[src/rtl/rau_pkg.sv]
package rau_pkg;

  localparam int VW = 32;
  localparam int PW = 2 * VW + 1;
  localparam int CW = $clog2(PW + 1);

  typedef enum logic [2:0] {
    OP_ADD = 3'd0, OP_SUB = 3'd1, OP_MUL = 3'd2, OP_DIV = 3'd3,
    OP_EQ  = 3'd4, OP_LT  = 3'd5, OP_GT  = 3'd6, OP_RED = 3'd7
  } op_t;

  typedef enum logic [1:0] {
    ST_OK = 2'd0, ST_ZDEN = 2'd1, ST_DIV0 = 2'd2, ST_OVF = 2'd3
  } status_t;

  typedef struct packed {
    logic [2:0]           req_type;
    logic signed [VW-1:0] num_a;
    logic signed [VW-1:0] den_a;
    logic signed [VW-1:0] num_b;
    logic signed [VW-1:0] den_b;
  } req_t;

  typedef struct packed {
    logic signed [VW-1:0] res_num;
    logic [VW-2:0]        res_den;
    logic                 cmp_true;
    logic [1:0]           status;
  } rsp_t;

  // Datapath commands from the controller.
  typedef enum logic [3:0] {
    C_NONE, C_LOAD, C_MUL1, C_MUL2, C_FORM, C_GSTART, C_DSTEP, C_GSWAP,
    C_QNUM, C_QDEN, C_FIN
  } cmd_t;

  typedef struct packed {
    logic early;     // error or compare already decided at load
    logic div_last;  // divider on its final step
    logic rem_zero;  // gcd loop divisor is zero
  } dp_stat_t;

endpackage

[src/rtl/rau_ctrl.sv]
module rau_ctrl import rau_pkg::*; (
  input  logic     clk,
  input  logic     rst,
  input  logic     in_go,
  input  logic     out_take,
  input  dp_stat_t st,
  output cmd_t     cmd,
  output logic     busy,
  output logic     done
);

  typedef enum logic [3:0] {
    S_IDLE, S_MUL1, S_MUL2, S_FORM, S_GCHK, S_GDIV, S_QN_S, S_QN, S_QD_S,
    S_QD, S_FIN, S_OUT
  } state_t;

  state_t state;

  // Command decode from state.
  always_comb begin
    cmd = C_NONE;
    unique case (state)
      S_IDLE: cmd = in_go ? C_LOAD : C_NONE;
      S_MUL1: cmd = C_MUL1;
      S_MUL2: cmd = C_MUL2;
      S_FORM: cmd = C_FORM;
      S_GCHK: cmd = st.rem_zero ? C_NONE : C_GSTART;
      S_GDIV: cmd = st.div_last ? C_GSWAP : C_DSTEP;
      S_QN_S: cmd = C_QNUM;
      S_QN:   cmd = C_DSTEP;
      S_QD_S: cmd = C_QDEN;
      S_QD:   cmd = C_DSTEP;
      S_FIN:  cmd = C_FIN;
      S_OUT:  cmd = C_NONE;
      default: cmd = C_NONE;
    endcase
  end

  assign busy = (state != S_IDLE) && (state != S_OUT);
  assign done = (state == S_OUT);

  // Sequencer: multiply, gcd loop, two exact divisions, finish.
  // Errors and compares leave after the products, which the compare needs.
  always_ff @(posedge clk) begin
    if (rst) begin
      state <= S_IDLE;
    end else begin
      unique case (state)
        S_IDLE: if (in_go) state <= S_MUL1;
        S_MUL1: state <= S_MUL2;
        S_MUL2: state <= st.early ? S_OUT : S_FORM;
        S_FORM: state <= S_GCHK;
        S_GCHK: state <= st.rem_zero ? S_QN_S : S_GDIV;
        S_GDIV: if (st.div_last) state <= S_GCHK;
        S_QN_S: state <= S_QN;
        S_QN:   if (st.div_last) state <= S_QD_S;
        S_QD_S: state <= S_QD;
        S_QD:   if (st.div_last) state <= S_FIN;
        S_FIN:  state <= S_OUT;
        S_OUT:  if (out_take) state <= S_IDLE;
        default: state <= S_IDLE;
      endcase
    end
  end

endmodule

[config.mk]
export PLATFORM = sky130hd
export DESIGN_NAME = rau_ctrl
export DESIGN_NICKNAME = d
export VERILOG_FILES = /design/src/rtl/rau_pkg.sv /design/src/rtl/rau_ctrl.sv
export SDC_FILE = /design/constraint.sdc
export NUM_CORES = 1
export LEC_CHECK = 0
export BUFFER_PORTS_ARGS = -buffer_cell sky130_fd_sc_hd__buf_4
export CAP_MARGIN = 10
export CORE_MARGIN = 4
export CORE_UTILIZATION = 35
export CTS_BUF_LIST = sky130_fd_sc_hd__clkbuf_2 sky130_fd_sc_hd__clkbuf_4 sky130_fd_sc_hd__clkbuf_8
export CTS_CLUSTER_DIAMETER = 120
export CTS_CLUSTER_SIZE = 12
export DETAILED_ROUTE_END_ITERATION = 10
export PLACE_DENSITY = 0.65
export SLEW_MARGIN = 10
export SYNTH_ARGS = -nofsm -noshare
export SYNTH_HDL_FRONTEND = slang
export SYNTH_SLANG_ARGS = --single-unit
[constraint.sdc]
create_clock -name clk -period 1.2 [get_ports clk]
set_input_delay 0.3 -clock clk [delete_from_list [all_inputs] [get_ports clk]]
set_output_delay 0.3 -clock clk [all_outputs]
set_load 0.02 [all_outputs]
---- Yosys cells after proc, flatten, opt, wreduce, memory -nomap -nowiden ----
Cells that the tools add are included.
Widths: inputs -> output; s select.
storage, ports and cells
  flip-flop bits (word level) ............. 4
  bits of input ports ..................... 7
  output and inout bits ................... 6
  word-level logic and storage cells ...... 35
operators by class
  eq/ne operators ......................... 17
  multiplexer cells ....................... 12
  reductions and logical operators ........ 5
operators with widths
  cell                number
  $pmux 4 s12         1
  $pmux 4 s10         1
  $mux 4              6
  $eq 4x3->1 const B  4
  $eq 4x4->1 const B  4
  $ne 2x2->1 const B  5
  $eq 4x2->1 const B  2
  $reduce_and 5->1    1
  $eq 4x1->1 const B  1
  $logic_not 4->1     1
  $ne 4x4->1 const B  1
  $reduce_bool 4->1   1
  $mux 3              1
  $mux 1              2
  $mux 2              1
  $reduce_or 2->1     1
  $logic_and 1x1->1   1

---- Longest topological paths before layout ----
Gate-level depths: netlist (run 1).
  depth in word-level cells ............... 3
  gate-level depth with buffers ........... 6
  gate-level depth less buffers ........... 4

---- Worst setup path after synthesis (run 1) ----
Ideal clock, no wire load.
  path kind ............................... register to output
  start point ............................. reg state[1]
  end point ............................... out cmd[1]
  arrival ................................. 1.170 ns
  data required time ...................... 0.900 ns
  setup slack ............................. -0.270 ns
  cell stages (with the launch flop) ...... 5
  path buffers ............................ 2
  cells stage by stage .................... dfxtp_1 -> buf_4 -> buf_6 -> xnor2_1 -> o21ai_0
on the way
  longest elaborated chain between the ends .. 3
  elaborated cells between the ends (all ways) .. 13
  those cells by class .................... 10 x eq/ne; 1 x mux; 2 x reduce/logical
RTL lines
  item                                             line            source
  from (decl)                                      rau_ctrl.sv:17  state_t state;
  from (signal assigned)                           rau_ctrl.sv:51  S_MUL2: state <= st.early ? S_OUT : S_FORM;
  from (signal assigned)                           rau_ctrl.sv:53  S_GCHK: state <= st.rem_zero ? S_QN_S : S_GDIV;
  $eq 4x4->1 / $eq 4x3->1 (equally long branches)  rau_ctrl.sv:22  unique case (state)
  $reduce_or 2->1 (no source line)                 n/a
  $pmux 4 s10 *                                    rau_ctrl.sv:22
  to (decl)                                        rau_ctrl.sv:7   output cmd_t cmd,
Mark *: on every way between the ends. The rest lies on a longest branch, timed or not.

---- Worst setup path after layout (run 1) ----
  start point ............................. reg state[1]
  end point ............................... out cmd[2]
The elaborated chain is that of the path after synthesis.

==> key figures, run 1 <==
Outcome
  • Status: finished, violations left
  • Failing checks: setup timing

Die
  • Initial Util: roughly two fifths
  • DIE WIDTH: about 44 um
  • Chip height: 44.3 um
  • Die area: 1960 um^2
  • CORE AREA: about 1200 um^2
  • IO Pins: 13
  • Site Rows: 12

Worst hold path
  • Hold Path End: state[2]$_SDFFE_PP0P_
  • Hold wc startpoint: rst
  • HP Class: in2reg
  • Hold depth: 2

Synth
  • Simple-gate share of the synthesized area: approximately 34%
  • Post-synth top area cell: dfxtp_1
  • Largest family of logic cells by synthesized area: simple AND/OR/NAND/NOR gates
  • Netlist cell types: 29
  • Post-synthesis cell area: roughly 460 um^2
  • Post-synth top area share: 17.3%
  • Synth area leaders: dfxtp_1 (17%), buf_6 (7.3%), a21oi_1 (6.5%), nand2_1 (4.9%), nor4_4 (4.6%)
  • Warnings from Yosys: 0
  • Post-Synth Adder-Cell Area: 0%
  • Sequential area share after synthesis: approximately 17%
  • Syn Area/Cell: approximately 7.4 um^2
  • Synth Area in Compound Gates: approximately 30%
  • Number of synthesized flops with an enable pin: 0
  • Post-Synth XOR/XNOR Area: under 10%
  • Ys async rst share: 0%
  • Mux contribution to synthesized area: 4.34%
  • #FFs+latches synth: 4
  • Syn Nets: between 60 and 70
  • Synth Flop Type: dfxtp_1
  • Cells after synthesis: 62

Layout
  • Largest regs: state (4)
  • Most frequent cells in the layout: buf_4 (22), buf_6 (11), nand2_1 (6)
  • # nets final: around 100
  • Layout cell share with drive strength beyond 1: 68.1%
  • Area taken by multi-input logic gates: between 400 and 500 um^2
  • Biggest register: state
  • Fill cell count: slightly below 80
  • Most common cell after layout, fill and taps aside: buf_4
  • Layout overhead on the synthesized area: 93.2%
  • Util after Layout: about three quarters
  • Area occupied by registers: slightly above 90 um^2
  • Number of diodes: 0
  • Max reg flops: 4
  • Design area: slightly below 900 um^2

Routing
  • Antenna Nets Post-Route: 0
  • Top sig layer: met4
  • Routed WL per cell: between 10 and 15 um
  • Drc violations: 0
  • Met1 WL: 692 um
  • Drt first pass iters: 4
  • Met2 WL post-DR: 794 um
  • Vias/cell: between 5 and 6
  • Routed wire length: roughly 1.6 mm
  • Vias: 585
  • Drt initial violations: 8
  • DR WL met3: about 63 um

Worst setup path
  • Crit path launch type: register
  • Required @ worst endpoint: 900 ps
  • Reg2Reg Setup Slack: -240 ps
  • Largest fanout on the critical path: 3
  • CP Class: reg2out
  • CP endpoint kind: output port
  • FF-to-FF path depth: 6
  • R2R Path End: state[1]$_SDFFE_PP0P_
  • R2R Path Start: state[0]$_SDFFE_PP0P_
  • Most frequent cell on the critical path: buf_6
  • Max stage delay on crit path: 310 ps
  • Crit path cell chain: buf_6 -> nor2_4 -> o21ai_1 -> a21oi_1 -> a21o_1 -> buf_6
  • CP max-delay cell: dfxtp_2
  • Crit path arrival time: roughly 1200 ps

Global route
  • Largest net degree at the start of global routing: 11
  • Initial antenna violation count: 0
  • GR Overflow Total: 0
  • First-pass GRT wire length: about 2.6 mm
  • GRT Total Usage: 18.5%
  • Vias in the first global route: about 580

Timing
  • Clock period minus final worst setup slack: roughly 1500 ps
  • RSZ-0062 raised after global routing: true
  • Worst-margin pin slew: 241 ps
  • Pins over their slew limit: 0
  • Fin worst setup slack: -328 ps
  • Period utilisation layout: 127%
  • Fmax: 654 MHz
  • Final hold viol count: 0
  • Endpoints failing setup: 9
  • Setup skew after layout: roughly 3.6 ps
  • Normalized max-slew margin: between 80% and 90%

Placed design
  • Number of port buffers: 12
  • Placed cell area: 677 um^2
  • HPWL Detailed: 932 um
  • GPL Wtd Cong: roughly 0.76

Clock tree
  • Number of buffers created by CTS: 3
  • CTS tree: done
  • Clock Tree Buf Depth: 2
  • Number of H-tree levels: 1
  • Clock latency on the worst-skew pair: about 250 ps
  • CTS clk-pin slew, worst paths: approximately 40 ps
  • CTS Sinks: 4
  • CTS root buf: clkbuf_4

Run
  • Max-Cap Viols: 0

Pwr
  • Leakage: between 0.3 and 0.4 nW
  • VDD IR-drop max: 1.40 mV
  • PwrDens: around 2400 nW/um^2
[through the flow]
step | instances | hold slack, ps | setup WS (ps) | TNS [ps] | power (mW)
final | 108 | 226 | -328 | -2370 | 2.12
after detailed placement | 98 | 489 | -279 | -2180 | 1.40
after global placement | 98 | 490 | -260 | -2000 | 1.39
after global routing | 108 | 211 | -377 | -2890 | 2.26
after floorplan | 62 | 369 | -72.8 | -190 | 1.07
after CTS | 108 | 229 | -311 | -2370 | 2.04
[power by group]
group | internal [mW] | switching, mW
registers | 0.192 | 0.0778
clock network | 0.112 | 0.0643
logic | 0.927 | 0.751
total | 1.23 | 0.893
[layer usage]
metal,vias up,global-route usage [%]
li1,288,-
met1,281,19.5
met2,12,30.8
met3,4,7.32
met4,0,10.8
met5,-,0
[what timing repair did]
item	CTS	global route
hold buffers	0	0
gates resized for setup	28	7
setup buffers	7	0
gates cloned	0	0
setup endpoints to repair	10	10
pin swaps	13	8
[cell usage after synthesis (all sizes together), types with 2 or more instances]
| cell type | n |
|---|---|
| a21oi | 6 |
| buf | 6 |
| nand2 | 6 |
| o21ai | 6 |
| dfxtp | 4 |
| nor2 | 4 |
| nor3 | 4 |
| nand2b | 3 |
| nor2b | 3 |
| inv | 2 |
| mux2i | 2 |
| nand3 | 2 |
| o22ai | 2 |
[worst max-delay path: cells and delay by family (launching register included)]
kind / cells / cell delay, ps
compound gates: 3 / 320
buf+inv: 2 / 230
flops: 1 / 310
simple gates: 1 / 110
[layout make-up]
type                    instances  area share, %
flip-flops and latches          4           10.4
multi-input cells              50           48.0
repair buffers                 35           36.3
inverters                       2          0.842
well taps                      14           1.96
clock buffers                   3           2.52
[cell families after synthesis]
kind of cell,count (synthesis)
simple gates,27
compound gates,20
buf+inv,8
flops,4
mux,2
xor+xnor,1
[worst max-delay path by stage]
stage	from	endpoint	slack, ps	cells after the start
4_1_cts	state[1]$_SDFFE_PP0P_	cmd[1]	-310	5
3_5_place_dp	state[0]$_SDFFE_PP0P_	cmd[2]	-280	4
3_3_place_gp	state[0]$_SDFFE_PP0P_	cmd[2]	-260	4
6_report	state[1]$_SDFFE_PP0P_	cmd[2]	-330	6
5_1_grt	state[2]$_SDFFE_PP0P_	cmd[0]	-380	4
2_1_floorplan	state[0]$_SDFFE_PP0P_	cmd[0]	-70	5
No activity file was read; power rests on OpenSTA's default activity.
==> inputs of run 2 (changes only) <==
--- a/config.mk
+++ b/config.mk
@@ -5,15 +5,16 @@
 export SDC_FILE = /design/constraint.sdc
 export NUM_CORES = 1
 export LEC_CHECK = 0
+export ABC_AREA = 1
 export BUFFER_PORTS_ARGS = -buffer_cell sky130_fd_sc_hd__buf_4
 export CAP_MARGIN = 10
-export CORE_MARGIN = 4
-export CORE_UTILIZATION = 35
+export CORE_AREA = 4 4 41 43
 export CTS_BUF_LIST = sky130_fd_sc_hd__clkbuf_2 sky130_fd_sc_hd__clkbuf_4 sky130_fd_sc_hd__clkbuf_8
 export CTS_CLUSTER_DIAMETER = 120
 export CTS_CLUSTER_SIZE = 12
 export DETAILED_ROUTE_END_ITERATION = 10
-export PLACE_DENSITY = 0.65
+export DIE_AREA = 0 0 45 47
+export PLACE_DENSITY = 0.61
 export SLEW_MARGIN = 10
 export SYNTH_ARGS = -nofsm -noshare
 export SYNTH_HDL_FRONTEND = slang
==> run 2 against run 1 <==
Net effect: the run still ends with setup timing left; hold slack improved by 3.8 ps; synthesized area decreased by 6.8%; worst setup slack got worse by 45 ps; die area increased by 7.7%; via count increased by 14%; sequential power increased by 19%; cell count increased by 18%; synthesized cell count increased by 13%; global-route usage decreased by 2.7 points; wire length increased by 8.2%; total power increased by 26%.
==> key figures, run 2 <==
Synth
  • Warnings from Yosys: 0 (unchanged)
  • Sequential area share after synthesis: 18.6% (+1.3 points)
  • #FFs+latches synth: 4 (unchanged)
  • Syn Nets: 77 (+12%)
  • Post-synth top area share: 18.6% (+1.3 points)
  • Most frequent cell after synthesis: nand2_1
  • Syn Area/Cell: 6.15 um^2 (-17%)
  • Post-synth top area cell: dfxtp_1
  • Cells after synthesis: 70 (+13%)
  • Ys async rst share: 0% (unchanged)
  • Netlist cell types: 22 (-24%)
  • Synth Flop Type: dfxtp_1
  • Synth area leaders: dfxtp_1 (19%), nand3_1 (12%), nand2_1 (10%), inv_1 (7.8%), nand2_2 (7.3%)
  • Post-synthesis cell area: 430 um^2 (-6.8%)
  • Number of synthesized flops with an enable pin: 0 (unchanged)
  • Most instantiated cells after synthesis: nand2_1 (12), nand3_1 (10), inv_1 (9), nor2_1 (8), nand2_2 (5)

Routing
  • Vias/cell: 5.24 (-3.2%)
  • Vias: 666 (+14%)
  • Routed wire length: 1.72 mm (+8.2%)
  • Drt initial violations: 16 (+8)
  • Drt first pass iters: 5 (+1)
  • Routed WL per cell: 13.6 um (-8.0%)
  • Drc violations: 0 (unchanged)
  • Antenna Nets Post-Route: 0 (unchanged)

Global route
  • GR Overflow Total: 0 (unchanged)
  • GRT Total Usage: 15.8% (-2.7 points)
  • Initial antenna violation count: 0 (unchanged)
  • Largest net degree at the start of global routing: 7 (-4)
  • First-pass GRT wire length: 2.43 mm (-4.9%)
  • Vias in the first global route: 622 (+6.9%)

Worst setup path
  • CP Class: reg2out
  • Required @ worst endpoint: 900 ps (about the same)
  • Bufs and invs on worst path: 2 (unchanged)
  • CP endpoint kind: output port
  • Crit path cell chain: nor2_2 -> inv_1 -> o2111ai_2 -> buf_6
  • Crit path arrival time: 1270 ps (+40 ps)
  • CP max-delay cell: dfxtp_4
  • Cell family with most CP delay: flip-flops
  • Crit path launch type: register
  • Max stage delay on crit path: 370 ps (+60 ps)
  • Largest fanout on the critical path: 4 (+1)

Layout
  • # nets final: 120 (+17%)
  • Util after Layout: 70.7% (-5.5 points)
  • Biggest register: state
  • Most common cell after layout, fill and taps aside: buf_4
  • Largest regs: state (4)
  • Most frequent cells in the layout: buf_4 (30), nand2_1 (8), buf_6 (8)
  • Max reg flops: 4 (unchanged)
  • Number of diodes: 0 (unchanged)
  • Layout cell share with drive strength beyond 1: 72.3% (+4.2 points)
  • Layout overhead on the synthesized area: 114%

Timing
  • Setup TNS Final: -2600 ps (-229 ps)
  • Setup skew after layout: 14.3 ps (+10.7 ps)
  • Clock period minus final worst setup slack: 1570 ps (+45.1 ps)
  • Endpoints failing setup: 10 (+1)
  • Fmax: 636 MHz (-2.9%)
  • Pins over their slew limit: 0 (unchanged)
  • RSZ-0062 raised after global routing: true
  • Fin worst setup slack: -373 ps (-45.1 ps)
  • Normalized max-slew margin: 79.6% (-4.2 points)
  • Period utilisation layout: 131% (+3.8 points)
  • Worst-margin pin slew: 304 ps (+62.9 ps)
  • Final hold viol count: 0 (unchanged)

Pwr
  • VDD IR-drop max: 1.64 mV (+17%)
  • Leakage: 0.480 nW (+28%)
  • PwrDens: 2920 nW/um^2 (+23%)

Placed design
  • GPL Wtd Cong: 0.816 (+7.9%)
  • HPWL Detailed: 1.18 mm (+27%)
  • Number of port buffers: 12 (unchanged)
  • Pre-CTS setup slack: -180 ps (+99.9 ps)

Die
  • Chip height: 47 um (+6.0%)
  • DIE WIDTH: 45 um (+1.5%)
  • CORE AREA: 1300 um^2 (+11%)
  • Site Rows: 13 (+1)
  • Initial Util: 33.1% (-6.3 points)
  • IO Pins: 13 (unchanged)
  • Die area: 2120 um^2 (+7.7%)

Clock tree
  • Number of H-tree levels: 1 (unchanged)
  • Number of buffers created by CTS: 3 (unchanged)
  • CTS Sinks: 4 (unchanged)
  • CTS clk-pin slew, worst paths: 50 ps (about the same)
  • CTS root buf: clkbuf_4
  • Clock latency on the worst-skew pair: 250 ps (about the same)
  • # hold bufs at CTS: 0 (unchanged)
  • Clock Tree Buf Depth: 2 (unchanged)
  • CTS tree: done

Worst hold path
  • HP Class: in2reg

Run
  • Max-Cap Viols: 0 (unchanged)

Outcome
  • Failing checks: setup timing
  • Status: finished, violations left
==> run 2: what timing repair did <==
item | in CTS | in global routing
buffers inserted | 0 | 5
endpoints found under the setup margin | 10 | 10
pin swaps | 2 | 10
resized for setup | 13 | 19
==> run 2: final timing paths <==
kind	from	to	slack, ps	cells past startpoint
hold / removal	rst	state[3]$_SDFFE_PP0P_	230	2
setup reg to reg	state[2]$_SDFFE_PP0P_	state[2]$_SDFFE_PP0P_	-160	9
hold reg to reg	state[1]$_SDFFE_PP0P_	state[1]$_SDFFE_PP0P_	630	3
setup / recovery	state[3]$_SDFFE_PP0P_	cmd[2]	-370	4
==> run 2: stage by stage <==
| step | instance area [um^2] | power (mW) | std cells | hold slack [ps] |
|---|---|---|---|---|
| CTS | 810 | 2.37 | 122 | 232 |
| global placement | 743 | 2.00 | 118 | 479 |
| detailed placement | 743 | 2.02 | 118 | 476 |
| global route | 920 | 2.84 | 127 | 233 |
| finish | 920 | 2.68 | 127 | 230 |
| floorplan | 477 | 1.20 | 70 | 355 |
==> run 2: logic make-up (layout without fill, tap and decap cells) <==
family | after synthesis | count (layout) | share of synthesized area, %
AO/OA/AOI/OAI | 9 | 9 | 14.2
flip-flops | 4 | 4 | 18.6
AND/OR/NAND/NOR | 44 | 44 | 55.8
buffers and inverters | 13 | 55 | 11.3
==> run 2: area by class of cell <==
cell class / instances / area (um^2)
Inverter: 13 / 48.8
Multi-Input combinational cell: 53 / 412
Fill cell: 100 / 382
Clock buffer: 4 / 30.0
Timing Repair Buffer: 38 / 315
Tap cell: 15 / 18.8
Sequential cell: 4 / 95.1
==> run 2: worst register-to-register path, stage by stage (launching register included) <==
cell	delay (ps)
dfxtp_4	350
inv_2	100
nor2_8	50
buf_4	130
buf_6	110
buf_4	140
nand2_1	50
o21ai_0	100
o21bai_1	170
nor2_1	60
==> run 2: per-layer routing <==
| layer | global-route usage (%) | up-vias | wire length, um |
|---|---|---|---|
| li1 | - | 318 | - |
| met1 | 18.5 | 301 | 582 |
| met2 | 30.2 | 41 | 930 |
| met3 | 1.15 | 6 | 169 |
| met4 | 5.26 | 0 | 40 |
| met5 | 0 | - | 0 |
==> run 2: report_power, final <==
part	total, mW	internal, mW	switching [mW]	leakage, nW
Combinational	2.15	1.07	1.08	0.426
Sequential	0.321	0.220	0.101	0.0356
Clock	0.216	0.148	0.0682	0.0184
Total	2.68	1.44	1.25	0.480
